<file path="src/rtl/wab_pkg.sv">
// ----------------------------------------------------------------------------
// wab_pkg
// Types and constants shared by the watermark alpha-blend block.
// ----------------------------------------------------------------------------
`default_nettype none

package wab_pkg;

  typedef struct packed {
    logic        cmd;
    logic [15:0] mark_addr;
    logic [7:0]  sample;
  } in_item_t;

  typedef struct packed {
    logic [7:0] result;
    logic       marked;
    logic       frame_end;
  } out_item_t;

  typedef struct packed {
    logic [3:0]  mode;
    logic [16:0] weight;
    logic [12:0] image_width;
    logic [12:0] image_height;
    logic [7:0]  mark_width;
    logic [7:0]  mark_height;
    logic [2:0]  image_bands;
    logic [2:0]  mark_bands;
  } cfg_t;

  typedef enum logic [2:0] {
    REG_MODE, REG_WEIGHT, REG_IMAGE_WIDTH, REG_IMAGE_HEIGHT,
    REG_MARK_WIDTH, REG_MARK_HEIGHT, REG_IMAGE_BANDS, REG_MARK_BANDS
  } reg_idx_t;

  // Classified request between the front and back ends.
  typedef struct packed {
    logic        is_load;
    logic [15:0] mark_addr;
    logic [7:0]  sample;
    logic        hit;
    logic [6:0]  lx;
    logic [6:0]  ly;
    logic [2:0]  wb;
    logic        frame_end;
  } q_entry_t;

  typedef struct packed {
    logic busy;
    logic push;
  } front_status_t;

  typedef enum logic [1:0] {SEQ_IDLE, SEQ_LOAD, SEQ_STEP, SEQ_SAVE} seq_state_t;

  localparam int         MAX_DIM      = 4096;
  localparam int         MAX_BANDS    = 4;
  localparam logic       CMD_LOAD     = 1'b0;
  localparam logic [3:0] MODE_LAST_FIX = 4'd6;
  localparam logic [3:0] MODE_DENSE   = 4'd7;
  localparam logic [3:0] MODE_SPARSE  = 4'd8;
  localparam logic [1:0] SEL_START    = 2'd0;
  localparam logic [1:0] SEL_CENTER   = 2'd1;
  localparam logic [1:0] SEL_END      = 2'd2;
  localparam logic [16:0] ONE_Q16     = 17'h10000;
  localparam logic [7:0] SAMPLE_MAX   = 8'hFF;
  localparam logic [7:0] MARK_MAX_DIM = 8'd128;
  localparam int TIX_W   = 12;
  localparam int DIV_W   = 13;
  localparam logic [3:0] DIV_LAST = 4'd12;
  localparam logic [1:0] OP_LAST  = 2'd3;
  localparam int Q_DEPTH = 4;
  localparam int Q_PTR_W = 2;

  function automatic logic [1:0] x_sel(input logic [3:0] mode);
    unique case (mode)
      4'd1, 4'd3, 4'd5: x_sel = SEL_CENTER;
      4'd2, 4'd6:       x_sel = SEL_END;
      default:          x_sel = SEL_START;
    endcase
  endfunction

  function automatic logic [1:0] y_sel(input logic [3:0] mode);
    unique case (mode)
      4'd3:             y_sel = SEL_CENTER;
      4'd4, 4'd5, 4'd6: y_sel = SEL_END;
      default:          y_sel = SEL_START;
    endcase
  endfunction

endpackage

`default_nettype wire

</file>
<file path="src/rtl/wab_fifo.sv">
// ----------------------------------------------------------------------------
// wab_fifo
// Short request queue between the classifying front end and the back end.
// ----------------------------------------------------------------------------
`default_nettype none

module wab_fifo (
  input  wire logic              clk,
  input  wire logic              rst_n,
  input  wire logic              push,
  input  wab_pkg::q_entry_t      din,
  output logic                   full,
  input  wire logic              pop,
  output wab_pkg::q_entry_t      dout,
  output logic                   empty
);
  import wab_pkg::*;

  q_entry_t             slot_r [Q_DEPTH];
  logic [Q_PTR_W-1:0]   wr_r, wr_nxt, rd_r, rd_nxt;
  logic [Q_PTR_W:0]     cnt_r, cnt_nxt;

  assign full  = (cnt_r == (Q_PTR_W+1)'(Q_DEPTH));
  assign empty = (cnt_r == '0);
  assign dout  = slot_r[rd_r];

  always_comb begin
    wr_nxt  = push ? wr_r + 1'b1 : wr_r;
    rd_nxt  = pop ? rd_r + 1'b1 : rd_r;
    cnt_nxt = cnt_r + (Q_PTR_W+1)'(push) - (Q_PTR_W+1)'(pop);
  end

  always_ff @(posedge clk) begin
    if (!rst_n) begin
      wr_r  <= '0;
      rd_r  <= '0;
      cnt_r <= '0;
    end else begin
      wr_r  <= wr_nxt;
      rd_r  <= rd_nxt;
      cnt_r <= cnt_nxt;
    end
  end

  always_ff @(posedge clk) begin
    if (push) begin
      slot_r[wr_r] <= din;
    end
  end

endmodule

`default_nettype wire

</file>
<file path="config.mk">
export PLATFORM = sky130hd
export DESIGN_NAME = wab_fifo
export DESIGN_NICKNAME = d
export VERILOG_FILES = /design/src/rtl/wab_pkg.sv /design/src/rtl/wab_fifo.sv
export SDC_FILE = /design/constraint.sdc
export NUM_CORES = 1
export LEC_CHECK = 0
export BUFFER_PORTS_ARGS = -buffer_cell sky130_fd_sc_hd__buf_2
export CELL_PAD_IN_SITES_DETAIL_PLACEMENT = 0
export CELL_PAD_IN_SITES_GLOBAL_PLACEMENT = 1
export CORE_UTILIZATION = 45
export CTS_CLUSTER_DIAMETER = 40
export CTS_CLUSTER_SIZE = 24
export DETAILED_ROUTE_END_ITERATION = 6
export PLACE_DENSITY = 0.79
export SYNTH_ARGS = -nofsm -noshare
export SYNTH_HDL_FRONTEND = slang
export SYNTH_SLANG_ARGS = --single-unit
export TNS_END_PERCENT = 1
</file>
<file path="constraint.sdc">
create_clock -name clk -period 2.33 [get_ports clk]
set_clock_uncertainty 0.2 [all_clocks]
set_input_delay 0.233 -clock clk [delete_from_list [all_inputs] [get_ports clk]]
set_output_delay 0.233 -clock clk [all_outputs]
set_load 0.02 [all_outputs]
</file>
Yosys cells after proc, flatten, opt, wreduce, memory -nomap -nowiden:

Memory sizes are Yosys's and may differ from the RTL's. A register that Yosys moved wholly into a read port is not among the register bits.
Cells that the tools add are included.

* register bits after elaboration: 7
* bits in writable memories: 176
* bits of input ports: 48
* output and inout bits: 46
* logic and storage cells: 14
* memories: 1

Memories
* slot_r: depth 4, width 44, read ports 1, clocked after Yosys merged registers in 1, write ports 1, RTL line wab_fifo.sv:19 `q_entry_t slot_r [Q_DEPTH];`

* add/subtract/negate cells: 4
* equality and inequality tests: 1
* muxes and demuxes: 4
* reductions and logical operators: 1

Operator list (count)
* $add 2x1->2 const B: 2
* $mux 2: 2
* $add 3x1->3: 1
* $eq 3x3->1 const B: 1
* $logic_not 3->1: 1
* $sub 3x1->3: 1
* $mux 1: 2

Logic depth before layout (Yosys ltp):

* depth in word-level cells: 3
* depth in mapped cells: 7
* depth with buffers taken out: 7

Worst setup path after synthesis:

Ideal clock, no wire load.

* path kind: register -> register
* start point: register wr_r[0]
* end point: memory slot_r[2][0] (netlist bit) (enable)
* setup time: 0.406 ns
* data arrival time: 1.600 ns
* required time: 1.724 ns
* path slack: 0.124 ns
* cell stages (with the launch flop): 4
* buffers on the path: 0
* period minus slack after synthesis: 2.206 ns
* cell sequence: dfxtp_1 > inv_1 > ha_1 > and2_1

RTL lines
* from (decl): RTL line wab_fifo.sv:20 `logic [Q_PTR_W-1:0] wr_r, wr_nxt, rd_r, rd_nxt;`
* from (signal assigned): RTL line wab_fifo.sv:39 `wr_r <= wr_nxt;`
* to (decl): RTL line wab_fifo.sv:19

Straight into the memory's write port.

==> impl_metrics.tcl <==
set metrics [dict create \
    outcome "complete, but fails checks" \
    violations "DRC" \
    htree_num_levels 4 \
    dp_hpwl_um 7150 \
    syn2layout_area_growth_pct 28.0 \
    critPathArrivalTime_ns 1.81 \
    synth-edff-count 176 \
    timing.rr.end "cnt_r[2]$_SDFF_PN0_" \
    core_area_um2 14700 \
    relSlewSlack 0.662 \
    startpoint_type "register" \
    synth_nets 328 \
    post_synth_main_area_contributors "edfxtp_1, mux4_2, dfxtp_1" \
    initial_core_util 0.466 \
    synth_ff_type "edfxtp_1" \
    synth_top_area_frac 0.772 \
    path_class "register to output port" \
    dieHeight_um 125 \
    grt_max_degree 29 \
    wire_per_inst_um 18.4 \
    cts_tree "built" \
    hp-class "register to register" \
    power.total_uw 7830 \
    ys_types 21 \
    timing.critical_path.required_ns 1.90 \
    reg2reg_depth 7 \
    ant_nets 0 \
    first_pass_iters 7 \
    clk-insertion-delay-late_ns 0.42 \
    hold_start "rd_r[0]$_SDFFE_PN0P_" \
    wl_met3_um 386 \
    whs_ns 0.345 \
    grt_antenna_before_repair 0 \
    io_pins 94 \
    syn_inst 273 \
    grt_pass1_wl_um 18400 \
    placed_area_um2 7630 \
    fin_crit_ns 2.24 \
    hold_violations 0 \
    yosys.area.top_type "edfxtp_1" \
    synth_common_cells "edfxtp_1, mux4_2, dfxtp_1" \
    async_flop_share 0 \
    dr.max_layer_used "met4" \
    regToRegStartpoint "cnt_r[0]$_SDFF_PN0_" \
    final_nets 496 \
    antennaDiodeCount 0 \
    setup_viol_count_final 0 \
    wl_met1_um 5180 \
    crit_path_end_kind "output port" \
    port_buffers 93 \
    route.vias.total 3216 \
    gp_congestion 0.675 \
    routed_wl_um 11700 \
    viasPerCell 5.04 \
    fp.dieW_um 125 \
    synth_area_um2 6850 \
    final_util 0.597 \
    finalMaxSlewViolations 0 \
    drc 4 \
    finalCritPeriodShare 0.963 \
    cap_violations 0 \
    drt_iter0_drc 215 \
    cts_root_buffer "clkbuf_16" \
    drive_gt1_frac 0.414 \
    leakage_uw 0.00307 \
    wl_met2_um 5930 \
    path_clk_slew_ns 0.07 \
    avgSynthCellArea_um2 25.1 \
    yosys_warnings 0 \
    yosysMostFrequentCell "edfxtp_1" \
    grt_pass1_vias 3482 \
    critPathMaxFanout 9 \
    rsz0062_at_grt "false" \
    final_area_um2 8770 \
    ys_seq_elements 185 \
    overflow 0 \
    num_rows 44 \
    ir_drop_mv 0.532 \
    cts_made_buffers 17 \
    r2r_slack_ns 0.42 \
    min_path_cells 2 \
    fmax_mhz 446 \
    gr-usage-all-layers 0.162 \
    power_density_nw_per_um2 892 \
    clock_path_buffers 2 \
    ys_seq_area_frac 0.798 \
    cts_sinks 185 \
    die-area_um2 15700 \
    max_slew.worst_pin.slew_ns 0.507 \
]
==> metrics by stage <==
| step | setup slack (ns) | cells | TNS [ns] |
|---|---|---|---|
| floorplan | 0.124 | 273 | 0 |
| global placement | 0.335 | 554 | 0 |
| detailed placement | 0.343 | 554 | 0 |
| CTS | -0.00505 | 636 | -0.00860 |
| global route | 0.000206 | 638 | 0 |
| finish | 0.0855 | 638 | 0 |
==> worst max-delay path by stage <==
stage                                     from                      to  slack [ns]
final                                 register                dout[31]        0.09
after global routing                  register                dout[31]      0.0002
after CTS                             register                dout[43]      -0.005
after detailed placement              register                dout[15]        0.34
after global placement                register                dout[21]        0.33
after floorplan           wr_r[0]$_SDFFE_PN0P_  slot_r[2][0]$_DFFE_PP_        0.12
==> sequential cells by signal, indices dropped and copies added, names as in the netlist, named ones only <==
signal,count
slot_r,176
wr_r,2
cnt_r,3
rd_r,2
==> placed cells by master (no fill, tap or decap) <==
cell type      instances
edfxtp_1             176
buf_2                 93
dlygate4sd3_1         47
mux4_2                42
clkbuf_16             17
buf_4                 11
inv_1                  7
dfxtp_1                7
buf_12                 7
ha_1                   6
nor2_1                 5
bufinv_16              5
and2_2                 4
clkinv_1               3
mux4_1                 2
and2_1                 2
xnor2_1                2
clkbuf_1               2
clkinv_4               2
nor3_1                 1
and3_1                 1
a21bo_2                1
nand3b_1               1
a21oi_1                1
mux2i_1                1
xor3_1                 1
fa_1                   1
dfxtp_4                1
dfxtp_2                1
clkinvlp_4             1
inv_6                  1
clkinv_2               1
buf_6                  1
==> area by class of cell <==
class                      instances  area [µm²]
clock buffer                      19         433
clock inverter                    13         200
inverter                           7        26.3
multi-input combinational         71        1240
timing repair buffer             159        1170
sequential                       185        5470
tap                              184         230
fill                            1069        5930
==> power by group <==
part | switching (µW) | leakage, µW | total, µW | internal, µW
Clock | 1140 | 0.000304 | 3040 | 1900
Sequential | 53.8 | 0.00169 | 3870 | 3820
Combinational | 481 | 0.00107 | 914 | 433
Total | 1680 | 0.00307 | 7830 | 6150
==> timing repair <==
item | CTS | global route
buffers inserted | 3 | 2
resized for setup | 1 | 2
endpoints found under the setup margin | 32 | 5
endpoints found under the hold margin | 185 | 0
hold buffers | 47 | 0
==> critical path, stage by stage, from the launching register on <==
cell and delay (ns):
dfxtp_4 0.44, buf_4 0.23, mux4_2 0.53, buf_2 0.18
==> metal layers <==
layer,GRT usage,up-vias
met4,0.0796,0
met3,0.0407,18
met1,0.206,1646
met2,0.263,70
met5,0,-
li1,-,1482
==> cells by family after synthesis <==
kind of cell / share of synthesized area
flops: 0.798
mux: 0.148
compound gates: 0.00219
xor+xnor: 0.00603
fa+ha+maj: 0.0139
buf+inv: 0.0208
simple gates: 0.0110
Power figures use the tool's default switching activity.
