**src/rtl/wab_pkg.sv**
```systemverilog
// ----------------------------------------------------------------------------
// wab_pkg
// Types and constants shared by the watermark alpha-blend block.
// ----------------------------------------------------------------------------
`default_nettype none

package wab_pkg;

  typedef struct packed {
    logic        cmd;
    logic [15:0] mark_addr;
    logic [7:0]  sample;
  } in_item_t;

  typedef struct packed {
    logic [7:0] result;
    logic       marked;
    logic       frame_end;
  } out_item_t;

  typedef struct packed {
    logic [3:0]  mode;
    logic [16:0] weight;
    logic [12:0] image_width;
    logic [12:0] image_height;
    logic [7:0]  mark_width;
    logic [7:0]  mark_height;
    logic [2:0]  image_bands;
    logic [2:0]  mark_bands;
  } cfg_t;

  typedef enum logic [2:0] {
    REG_MODE, REG_WEIGHT, REG_IMAGE_WIDTH, REG_IMAGE_HEIGHT,
    REG_MARK_WIDTH, REG_MARK_HEIGHT, REG_IMAGE_BANDS, REG_MARK_BANDS
  } reg_idx_t;

  // Classified request between the front and back ends.
  typedef struct packed {
    logic        is_load;
    logic [15:0] mark_addr;
    logic [7:0]  sample;
    logic        hit;
    logic [6:0]  lx;
    logic [6:0]  ly;
    logic [2:0]  wb;
    logic        frame_end;
  } q_entry_t;

  typedef struct packed {
    logic busy;
    logic push;
  } front_status_t;

  typedef enum logic [1:0] {SEQ_IDLE, SEQ_LOAD, SEQ_STEP, SEQ_SAVE} seq_state_t;

  localparam int         MAX_DIM      = 4096;
  localparam int         MAX_BANDS    = 4;
  localparam logic       CMD_LOAD     = 1'b0;
  localparam logic [3:0] MODE_LAST_FIX = 4'd6;
  localparam logic [3:0] MODE_DENSE   = 4'd7;
  localparam logic [3:0] MODE_SPARSE  = 4'd8;
  localparam logic [1:0] SEL_START    = 2'd0;
  localparam logic [1:0] SEL_CENTER   = 2'd1;
  localparam logic [1:0] SEL_END      = 2'd2;
  localparam logic [16:0] ONE_Q16     = 17'h10000;
  localparam logic [7:0] SAMPLE_MAX   = 8'hFF;
  localparam logic [7:0] MARK_MAX_DIM = 8'd128;
  localparam int TIX_W   = 12;
  localparam int DIV_W   = 13;
  localparam logic [3:0] DIV_LAST = 4'd12;
  localparam logic [1:0] OP_LAST  = 2'd3;
  localparam int Q_DEPTH = 4;
  localparam int Q_PTR_W = 2;

  function automatic logic [1:0] x_sel(input logic [3:0] mode);
    unique case (mode)
      4'd1, 4'd3, 4'd5: x_sel = SEL_CENTER;
      4'd2, 4'd6:       x_sel = SEL_END;
      default:          x_sel = SEL_START;
    endcase
  endfunction

  function automatic logic [1:0] y_sel(input logic [3:0] mode);
    unique case (mode)
      4'd3:             y_sel = SEL_CENTER;
      4'd4, 4'd5, 4'd6: y_sel = SEL_END;
      default:          y_sel = SEL_START;
    endcase
  endfunction

endpackage

`default_nettype wire

```
**src/rtl/wab_front.sv**
```systemverilog
// ----------------------------------------------------------------------------
// wab_front
// Accepts requests, tracks band/column/row/tile position, decides coverage,
// and derives the sparse tile counts with a bit-serial divider after setup.
// ----------------------------------------------------------------------------
`default_nettype none

module wab_front (
  input  wire logic                 clk,
  input  wire logic                 rst_n,
  input  wab_pkg::cfg_t             cfg,
  input  wire logic                 cfg_wr,
  input  wire logic                 in_valid,
  output logic                      in_ready,
  input  wab_pkg::in_item_t         in_data,
  input  wire logic                 q_full,
  output wab_pkg::q_entry_t         q_din,
  output wab_pkg::front_status_t    status
);
  import wab_pkg::*;

  localparam int CNT_W  = $clog2(MAX_DIM);
  localparam int CMP_W  = (CNT_W + 1 > 14) ? CNT_W + 1 : 14;
  localparam int BAND_W = (MAX_BANDS > 1) ? $clog2(MAX_BANDS) : 1;
  localparam int BC_W   = (BAND_W + 1 > 3) ? BAND_W + 1 : 3;

  // position counters
  logic [BAND_W-1:0] band_r, band_nxt, wb_r, wb_nxt;
  logic [CNT_W-1:0]  col_r, col_nxt, row_r, row_nxt;
  logic [7:0]        tlx_r, tlx_nxt, tly_r, tly_nxt;
  logic [TIX_W-1:0]  tix_r, tix_nxt, tiy_r, tiy_nxt;
  logic              frame_end;

  // placement registers, refreshed every cycle from the configuration; tile counts in wide_r/high_r
  logic [12:0] ox_r, oy_r;
  logic [13:0] oxe_r, oye_r;
  logic [7:0]  px_r, py_r;
  logic [13:0] wide_r, high_r;

  // tile-count divider
  seq_state_t      state_r, state_nxt;
  logic [1:0]      op_r;
  logic [3:0]      step_r;
  logic [DIV_W-1:0] dvd_r, quo_r;
  logic [8:0]      rem_r;
  logic            busy, do_load, do_step, do_save;
  logic [DIV_W-1:0] dividend;
  logic [7:0]      divisor;
  logic [8:0]      trial;
  logic            qbit;

  logic accept, pixel, hit, cov;
  logic [6:0] lx, ly;

  // ---------------- divider sequencer ----------------
  always_comb begin
    state_nxt = state_r;
    unique case (state_r)
      SEQ_IDLE: state_nxt = SEQ_IDLE;
      SEQ_LOAD: state_nxt = SEQ_STEP;
      SEQ_STEP: state_nxt = (step_r == DIV_LAST) ? SEQ_SAVE : SEQ_STEP;
      SEQ_SAVE: state_nxt = (op_r == OP_LAST) ? SEQ_IDLE : SEQ_LOAD;
      default:  state_nxt = SEQ_IDLE;
    endcase
    if (cfg_wr) begin
      state_nxt = SEQ_LOAD;
    end
  end

  always_comb begin
    busy    = (state_r != SEQ_IDLE);
    do_load = (state_r == SEQ_LOAD);
    do_step = (state_r == SEQ_STEP);
    do_save = (state_r == SEQ_SAVE);
  end

  always_comb begin
    dividend = op_r[1] ? cfg.image_height : cfg.image_width;
    unique case (op_r)
      2'd0:    divisor = cfg.mark_width + (cfg.mark_width >> 1);
      2'd1:    divisor = cfg.mark_width;
      2'd2:    divisor = cfg.mark_height + (cfg.mark_height >> 1);
      default: divisor = cfg.mark_height;
    endcase
    trial = {rem_r[7:0], dvd_r[DIV_W-1]};
    qbit  = (trial >= {1'b0, divisor});
  end

  always_ff @(posedge clk) begin
    if (!rst_n) begin
      state_r <= SEQ_LOAD;
      op_r    <= '0;
    end else begin
      state_r <= state_nxt;
      if (cfg_wr) begin
        op_r <= '0;
      end else if (do_save) begin
        op_r <= op_r + 1'b1;
      end
    end
  end

  always_ff @(posedge clk) begin
    if (do_load) begin
      dvd_r  <= dividend;
      rem_r  <= '0;
      quo_r  <= '0;
      step_r <= '0;
    end
    if (do_step) begin
      rem_r  <= qbit ? trial - {1'b0, divisor} : trial;
      dvd_r  <= dvd_r << 1;
      quo_r  <= {quo_r[DIV_W-2:0], qbit};
      step_r <= step_r + 1'b1;
    end
    if (do_save) begin
      unique case (op_r)
        2'd0:    wide_r <= 14'(quo_r);
        2'd1:    wide_r <= wide_r + 14'(rem_r != '0);
        2'd2:    high_r <= 14'(quo_r);
        default: high_r <= high_r + 14'(rem_r != '0);
      endcase
    end
  end

  // ---------------- placement ----------------
  always_ff @(posedge clk) begin
    logic [12:0] ox, oy;
    ox = '0;
    oy = '0;
    if (cfg.image_width > 13'(cfg.mark_width)) begin
      unique case (x_sel(cfg.mode))
        SEL_CENTER: ox = (cfg.image_width - 13'(cfg.mark_width)) >> 1;
        SEL_END:    ox = cfg.image_width - 13'(cfg.mark_width);
        default:    ox = '0;
      endcase
    end
    if (cfg.image_height > 13'(cfg.mark_height)) begin
      unique case (y_sel(cfg.mode))
        SEL_CENTER: oy = (cfg.image_height - 13'(cfg.mark_height)) >> 1;
        SEL_END:    oy = cfg.image_height - 13'(cfg.mark_height);
        default:    oy = '0;
      endcase
    end
    ox_r  <= ox;
    oy_r  <= oy;
    oxe_r <= 14'(ox) + 14'(cfg.mark_width);
    oye_r <= 14'(oy) + 14'(cfg.mark_height);
    px_r  <= (cfg.mode == MODE_SPARSE) ? cfg.mark_width + (cfg.mark_width >> 1)
                                       : cfg.mark_width;
    py_r  <= (cfg.mode == MODE_SPARSE) ? cfg.mark_height + (cfg.mark_height >> 1)
                                       : cfg.mark_height;
  end

  // ---------------- coverage ----------------
  always_comb begin
    cov = 1'b0;
    lx  = '0;
    ly  = '0;
    if (cfg.mode <= MODE_LAST_FIX) begin
      cov = (CMP_W'(col_r) >= CMP_W'(ox_r)) && (CMP_W'(col_r) < CMP_W'(oxe_r)) &&
            (CMP_W'(row_r) >= CMP_W'(oy_r)) && (CMP_W'(row_r) < CMP_W'(oye_r));
      lx  = 7'(CMP_W'(col_r) - CMP_W'(ox_r));
      ly  = 7'(CMP_W'(row_r) - CMP_W'(oy_r));
    end else if (cfg.mode == MODE_DENSE || cfg.mode == MODE_SPARSE) begin
      cov = (tlx_r < cfg.mark_width) && (tly_r < cfg.mark_height);
      if (cfg.mode == MODE_SPARSE) begin
        cov = cov && (14'(tix_r) < wide_r) && (14'(tiy_r) < high_r);
      end
      lx = 7'(tlx_r);
      ly = 7'(tly_r);
    end
    hit = cov && (cfg.weight != '0);
  end

  // ---------------- counter advance ----------------
  always_comb begin
    logic [BC_W-1:0]  bc_inc, wb_inc;
    logic [CMP_W-1:0] col_inc, row_inc;
    logic [8:0]       tlx_inc, tly_inc;
    bc_inc  = BC_W'(band_r) + 1'b1;
    wb_inc  = BC_W'(wb_r) + 1'b1;
    col_inc = CMP_W'(col_r) + 1'b1;
    row_inc = CMP_W'(row_r) + 1'b1;
    tlx_inc = 9'(tlx_r) + 1'b1;
    tly_inc = 9'(tly_r) + 1'b1;
    band_nxt  = band_r;
    wb_nxt    = wb_r;
    col_nxt   = col_r;
    row_nxt   = row_r;
    tlx_nxt   = tlx_r;
    tly_nxt   = tly_r;
    tix_nxt   = tix_r;
    tiy_nxt   = tiy_r;
    frame_end = 1'b0;
    if (bc_inc < BC_W'(cfg.image_bands)) begin
      band_nxt = BAND_W'(bc_inc);
      wb_nxt   = (wb_inc >= BC_W'(cfg.mark_bands)) ? '0 : BAND_W'(wb_inc);
    end else begin
      band_nxt = '0;
      wb_nxt   = '0;
      if (tlx_inc >= 9'(px_r)) begin
        tlx_nxt = '0;
        tix_nxt = tix_r + 1'b1;
      end else begin
        tlx_nxt = 8'(tlx_inc);
      end
      if (col_inc < CMP_W'(cfg.image_width)) begin
        col_nxt = CNT_W'(col_inc);
      end else begin
        col_nxt = '0;
        tlx_nxt = '0;
        tix_nxt = '0;
        if (tly_inc >= 9'(py_r)) begin
          tly_nxt = '0;
          tiy_nxt = tiy_r + 1'b1;
        end else begin
          tly_nxt = 8'(tly_inc);
        end
        if (row_inc < CMP_W'(cfg.image_height)) begin
          row_nxt = CNT_W'(row_inc);
        end else begin
          row_nxt   = '0;
          tly_nxt   = '0;
          tiy_nxt   = '0;
          frame_end = 1'b1;
        end
      end
    end
  end

  assign in_ready = !busy && !q_full;
  assign accept   = in_valid && in_ready;
  assign pixel    = (in_data.cmd != CMD_LOAD);

  always_ff @(posedge clk) begin
    if (!rst_n) begin
      band_r <= '0;
      wb_r   <= '0;
      col_r  <= '0;
      row_r  <= '0;
      tlx_r  <= '0;
      tly_r  <= '0;
      tix_r  <= '0;
      tiy_r  <= '0;
    end else if (accept && pixel) begin
      band_r <= band_nxt;
      wb_r   <= wb_nxt;
      col_r  <= col_nxt;
      row_r  <= row_nxt;
      tlx_r  <= tlx_nxt;
      tly_r  <= tly_nxt;
      tix_r  <= tix_nxt;
      tiy_r  <= tiy_nxt;
    end else if (cfg_wr) begin
      // re-derive the watermark band from the band counter
      wb_r <= band_r;
    end else if (busy && BC_W'(wb_r) >= BC_W'(cfg.mark_bands)) begin
      wb_r <= BAND_W'(BC_W'(wb_r) - BC_W'(cfg.mark_bands));
    end
  end

  always_comb begin
    q_din.is_load   = !pixel;
    q_din.mark_addr = in_data.mark_addr;
    q_din.sample    = in_data.sample;
    q_din.hit       = hit;
    q_din.lx        = lx;
    q_din.ly        = ly;
    q_din.wb        = 3'(wb_r);
    q_din.frame_end = frame_end;
    status.busy     = busy;
    status.push     = accept;
  end

endmodule

`default_nettype wire

```
**config.mk**
```make
export PLATFORM = sky130hd
export DESIGN_NAME = wab_front
export DESIGN_NICKNAME = d
export VERILOG_FILES = /design/src/rtl/wab_pkg.sv /design/src/rtl/wab_front.sv
export SDC_FILE = /design/constraint.sdc
export NUM_CORES = 1
export LEC_CHECK = 0
export ABC_AREA = 0
export BUFFER_PORTS_ARGS = -buffer_cell sky130_fd_sc_hd__buf_2
export CORE_MARGIN = 2
export CORE_UTILIZATION = 45
export DETAILED_ROUTE_END_ITERATION = 10
export PLACE_DENSITY_LB_ADDON = 0.15
export REMOVE_ABC_BUFFERS = 1
export SYNTH_ARGS = -nofsm -noshare
export SYNTH_HDL_FRONTEND = slang
export SYNTH_SLANG_ARGS = --single-unit
```
**constraint.sdc**
```tcl
create_clock -name clk -period 4.4 [get_ports clk]
set_input_delay 0.88 -clock clk [delete_from_list [all_inputs] [get_ports clk]]
set_output_delay 0.88 -clock clk [all_outputs]
set_load 0.1 [all_outputs]
```
* After elaboration in Yosys (flattened, before gate mapping)
Cells that the tools add are included.
** Operators by class
- $add $sub $neg :: 22
- Order comparisons :: 19
- Equality and inequality tests :: 21
- Mux-type cells :: 52
- Bitwise logic cells :: 4
- Reduce and logical (&&, ||, !) cells :: 34
** Operator list (count)
- 13-bit two-way mux :: 7
- 12-bit two-way mux :: 6
- 12-bit by 14-bit less-than comparator with 1-bit output :: 4
- 14-bit one-hot mux with 2 select lines :: 2
- 13-bit one-hot mux with 2 select lines :: 2
- 8-bit two-way mux :: 6
- 13-bit by 8-bit adder with 14-bit output :: 2
- 14-bit by 1-bit adder with 14-bit output :: 2
- 7-bit two-way mux :: 4
- 9-bit by 8-bit >= comparator with 1-bit output :: 3
- 9-bit two-way mux :: 3
- 12-bit by 1-bit adder with 13-bit output, second input constant :: 2
- 12-bit by 13-bit >= comparator with 1-bit output :: 2
- 13-bit by 8-bit > comparator with 1-bit output :: 2
- 13-bit less-than comparator :: 2
- 13-bit by 8-bit subtractor with 13-bit output :: 2
- 12-bit by 1-bit adder with 12-bit output, second input constant :: 2
- 8-bit one-hot mux with 3 select lines :: 1
- 8-bit by 1-bit adder with 9-bit output, second input constant :: 2
- 17-bit nonzero test :: 1
- 8-bit by 7-bit adder with 8-bit output :: 2
- 4-bit by 3-bit == test with 1-bit output, second input constant :: 4
- 8-bit less-than comparator :: 2
- 2-bit two-way mux :: 8
- 33 further kinds :: 79
** Storage, ports and cells
- Bits in registers :: 209
- Bits of input ports :: 99
- Output and inout bits :: 47
- Logic and storage cells :: 175

* Logic depth before layout (Yosys ltp)
- Depth in word-level cells :: 8
- Mapped depth :: 22
- Mapped depth without buffers :: 22

* Least setup slack after synthesis
Ideal clock, no wire load.
- Kind :: register -> output
- Start point :: register col_r[0]
- End point :: output q_din[17] (netlist bit)
- Arrival :: 3.739 ns
- Required time :: 3.520 ns
- Setup slack :: -0.219 ns
- Cell stages (with the launch flop) :: 11
- Buffers on the path :: 0
- Cells stage by stage :: dfxtp_1 inv_1 ha_1 fa_1 nor2b_1 o21ai_0 nand2_1 a21o_1 a21oi_1 xor2_1 o21ai_0
** RTL lines
- start: declaration :: RTL line wab_front.sv:29 : logic [CNT_W-1:0] col_r, col_nxt, row_r, row_nxt;
- start signal: assignment :: RTL line wab_front.sv:249 : col_r <= col_nxt;
- end: declaration :: RTL line wab_front.sv:17 : output wab_pkg::q_entry_t q_din,

==> results.tsv <==
stage	metric	value	unit
die	dieArea	35900	um^2
timing	maxSlewViolCount	0	
die	die_x	189	um
synthesis	syn_inst	1780	
route	routed_wl	43200	um
placement	portBuffers	96	
pwr	ir_drop	0.257	mV
cells_and_area	final_cells	2451	
min_path	hold_path.class	register to register	
grt	gr-total-overflow	0	
timing	tns	0	ns
outcome	status	completed	
worst_setup_path	crit_cells	12	
grt	grt_max_degree	40	
worst_setup_path	crit_path_max_fanout	5	
clock_tree	cts_made_buffers	24	
cells_and_area	regArea	4860	um^2
die	io_pins	146	
placement	hpwlAfterDp	35300	um
synthesis	ys_async_sr_fraction	0	%
cells_and_area	fin_nets	2303	
min_path	min-delay-start	band_r[1]	
worst_setup_path	critPathRequiredTime	3.52	ns
synthesis	yosys_register_bits	209	
cells_and_area	drive_above_1_share	17.3	%
synthesis	synth_ff_type	dfxtp_1	
clock_tree	htreeDepth	1	
clock_tree	insertion_delay	0.53	ns
synthesis	synth.area.top_cells	dfxtp_1 (18%), ha_1 (17%), edfxtp_1 (13%)	
timing	holdWs	0.501	ns
route	drc	0	
clock_tree	clk_pin_slew	0.06	ns
worst_setup_path	crit_type	register to output port	
timing	setup_violations	0	
pwr	leakagePower	8.49	nW
cells_and_area	area_growth	19.8	%
die	die_h	189	um
synthesis	seq_area_frac_synth	31.3	%
timing	hold_viol	0	
synthesis	yosysUniqueCellTypes	81	
worst_setup_path	crit_path_start_kind	register	
timing	skew	0.0182	ns
cells_and_area	multi_input_area	9730	um^2
timing	fin_crit_sh	98.3	%
min_path	min_path_cells	2	
clock_tree	cts_tree	built	
clock_tree	clkSinkCount	209	
worst_setup_path	crit_chain	ha_4 -> and3_1 -> and3_1 -> and3_4 -> xor2_2 -> ha_1 -> and4_1 -> o2111ai_1 -> a41oi_1 -> a211o_2 -> and3_1 -> buf_12	
placement	gp_congestion	0.939	
worst_setup_path	cpMostUsedCell	and3_1	
timing	fin_crit	4.32	ns
clock_tree	root_buffer	clkbuf_16	
worst_setup_path	slowest_stage	a211o_2	
worst_setup_path	r2r_slack	0.23	ns
die	core_area	33700	um^2
die	start_util	45.9	%
worst_setup_path	r2r-start	row_r[0]	
route	detail-route-antenna-nets	0	
flow_run	maxCapViolCount	0	
route	drtPass1Iterations	5	
worst_setup_path	cpPeakStageDelay	0.42	ns
synthesis	syn-mean-instance-area	8.70	um^2
cells_and_area	num_antenna_cells	0	
synthesis	synth_top_area_share	18.5	%
synthesis	synth_edf_count	66	
timing	worstMarginPinSlew	1.13	ns
route	via_per_inst	5.45	
worst_setup_path	path_delay_family	simple AND/OR/NAND/NOR gates	
synthesis	synth_area	15500	um^2
grt	grt_usage	24.1	%
worst_setup_path	reg2reg_to	row_r[8]	
worst_setup_path	r2r_cells	16	
clock_tree	cts_buffer_depth	3	
worst_setup_path	cp-end-kind	output port	
synthesis	yosysTopAreaCell	dfxtp_1	
cells_and_area	fill_cells	3161	
grt	first_global_vias	13000	
route	wl_per_cell	17.6	um
synthesis	yosysWarnings	0	
placement	placedCellCount	2403	
route	via_count	13400	
worst_setup_path	cp.buffers_inverters	1	
die	placementRows	67	
grt	grt_first_pass_wirelength	68600	um
grt	antenna_found_initial	0	
synthesis	synthTopCellsByCount	ha_1 (210), inv_1 (173), dfxtp_1 (143), nand2_1 (130), nor2_1 (122)	
pwr	p_per_area	304	nW/um^2
worst_setup_path	arrival	3.44	ns
route	drt-initial-drc-count	726	
synthesis	synthMostInstantiatedCell	ha_1	
timing	max_freq	0.231	GHz
min_path	holdPathEnd	band_r[1]	
timing	relSlewSlack	24.3	%
[power by group]
part / switching [mW] / total [mW] / internal, mW
logic: 0.744 / 1.29 / 0.541
clock network: 0.828 / 2.19 / 1.37
registers: 0.0543 / 2.15 / 2.10
[worst max-delay path by stage]
stage | start | endpoint | slack, ns
CTS | col_r[1] | q_din[0] | 0.004
detailed placement | cfg[15] | rem_r[2] | -0.32
global placement | cfg[15] | rem_r[8] | -0.16
global route | row_r[0] | q_din[0] | -0.006
finish | row_r[0] | q_din[0] | 0.08
floorplan | cfg[65] | q_din[18] | -0.59
[layer usage]
metal / GRT usage, % / share of wire (%) / vias up
met5: 0.687 / 0.076 / -
li1: - / - / 6684
met1: 33.0 / 47 / 6250
met3: 3.37 / 5.2 / 91
met2: 39.0 / 44 / 338
met4: 7.72 / 3.2 / 2
[per-stage QoR]
stage	total power [mW]	setup slack [ns]	cell area [um^2]	utilization, %
after global placement	3.45	-0.158	17500	52.0
after detailed placement	3.46	-0.318	17500	52.0
after global routing	5.88	-0.00643	18600	55.1
final	5.63	0.0760	18600	55.1
after CTS	5.67	0.00437	18400	54.7
after floorplan	2.95	-0.593	15100	-
[timing repair]
action | in CTS | in global routing
gates resized for setup | 12 | 20
pin swaps | 2 | 2
hold buffers | 0 | 0
setup endpoints to repair | 1 | 11
gates cloned | 0 | 0
setup buffers | 3 | 1
[kinds of logic (layout without fill, tap and decap cells)]
family / count (synthesis) / count (layout) / synth area share (%)
mux: 28 / 28 / 1.88
flops: 209 / 209 / 31.3
xor+xnor: 133 / 133 / 7.52
other cells: 1 / 1 / 0.0242
fa+ha+maj: 219 / 219 / 18.1
simple gates: 524 / 524 / 16.9
buf+inv: 247 / 470 / 6.70
compound gates: 419 / 419 / 17.5
[state kept, by name, indices dropped and copies added, names as in the netlist, 9 cells and up]
| name | flops |
|---|---|
| tix_r | 12 |
| quo_r | 13 |
| wide_r | 14 |
| rem_r | 9 |
| high_r | 14 |
| oxe_r | 14 |
| oye_r | 14 |
| col_r | 12 |
| tiy_r | 12 |
| row_r | 12 |
| ox_r | 13 |
| dvd_r | 13 |
| oy_r | 13 |
[final cells by class]
type / count / share of cell area [%]
well taps: 448 / 3.02
flip-flops and latches: 209 / 26.2
repair buffers: 251 / 10.2
clock inverters: 10 / 1.00
multi-input cells: 1324 / 52.4
inverters: 175 / 3.54
clock buffers: 34 / 3.65
[worst register-to-register path: stages (launching register included)]
cell	delay (ns)
dfxtp_4	0.39
ha_4	0.16
and3_1	0.17
and3_1	0.20
and3_4	0.23
xor2_2	0.19
ha_1	0.28
and4_1	0.19
o2111ai_1	0.14
a41oi_1	0.15
a211o_2	0.42
buf_4	0.17
buf_4	0.14
nor3_1	0.76
buf_4	0.29
a21oi_1	0.08
a31oi_1	0.15
[cell usage in the layout (no fill, tap or decap), drive strengths merged, types with 8 or more instances in the layout]
cell type	Yosys	final
dfxtp	143	143
o221ai	9	9
nand2	130	130
a22o	14	14
nor4	12	12
nor2b	34	34
edfxtp	66	66
buf	33	251
o211ai	9	9
fa	9	9
clkbuf	39	34
a21o	39	39
nor2	123	123
xor2	51	51
a21boi	8	8
mux2	9	9
a22oi	15	15
and3	29	29
a32o	9	9
ha	210	210
xnor2	82	82
o21ai	125	125
nand2b	29	29
nand3	52	52
and2	22	22
inv	174	174
nor3	24	24
o21a	11	11
nand4	25	25
a21oi	108	108
mux2i	19	19
or3	9	9
a211oi	8	8
No activity file was read; power rests on OpenSTA's default activity.
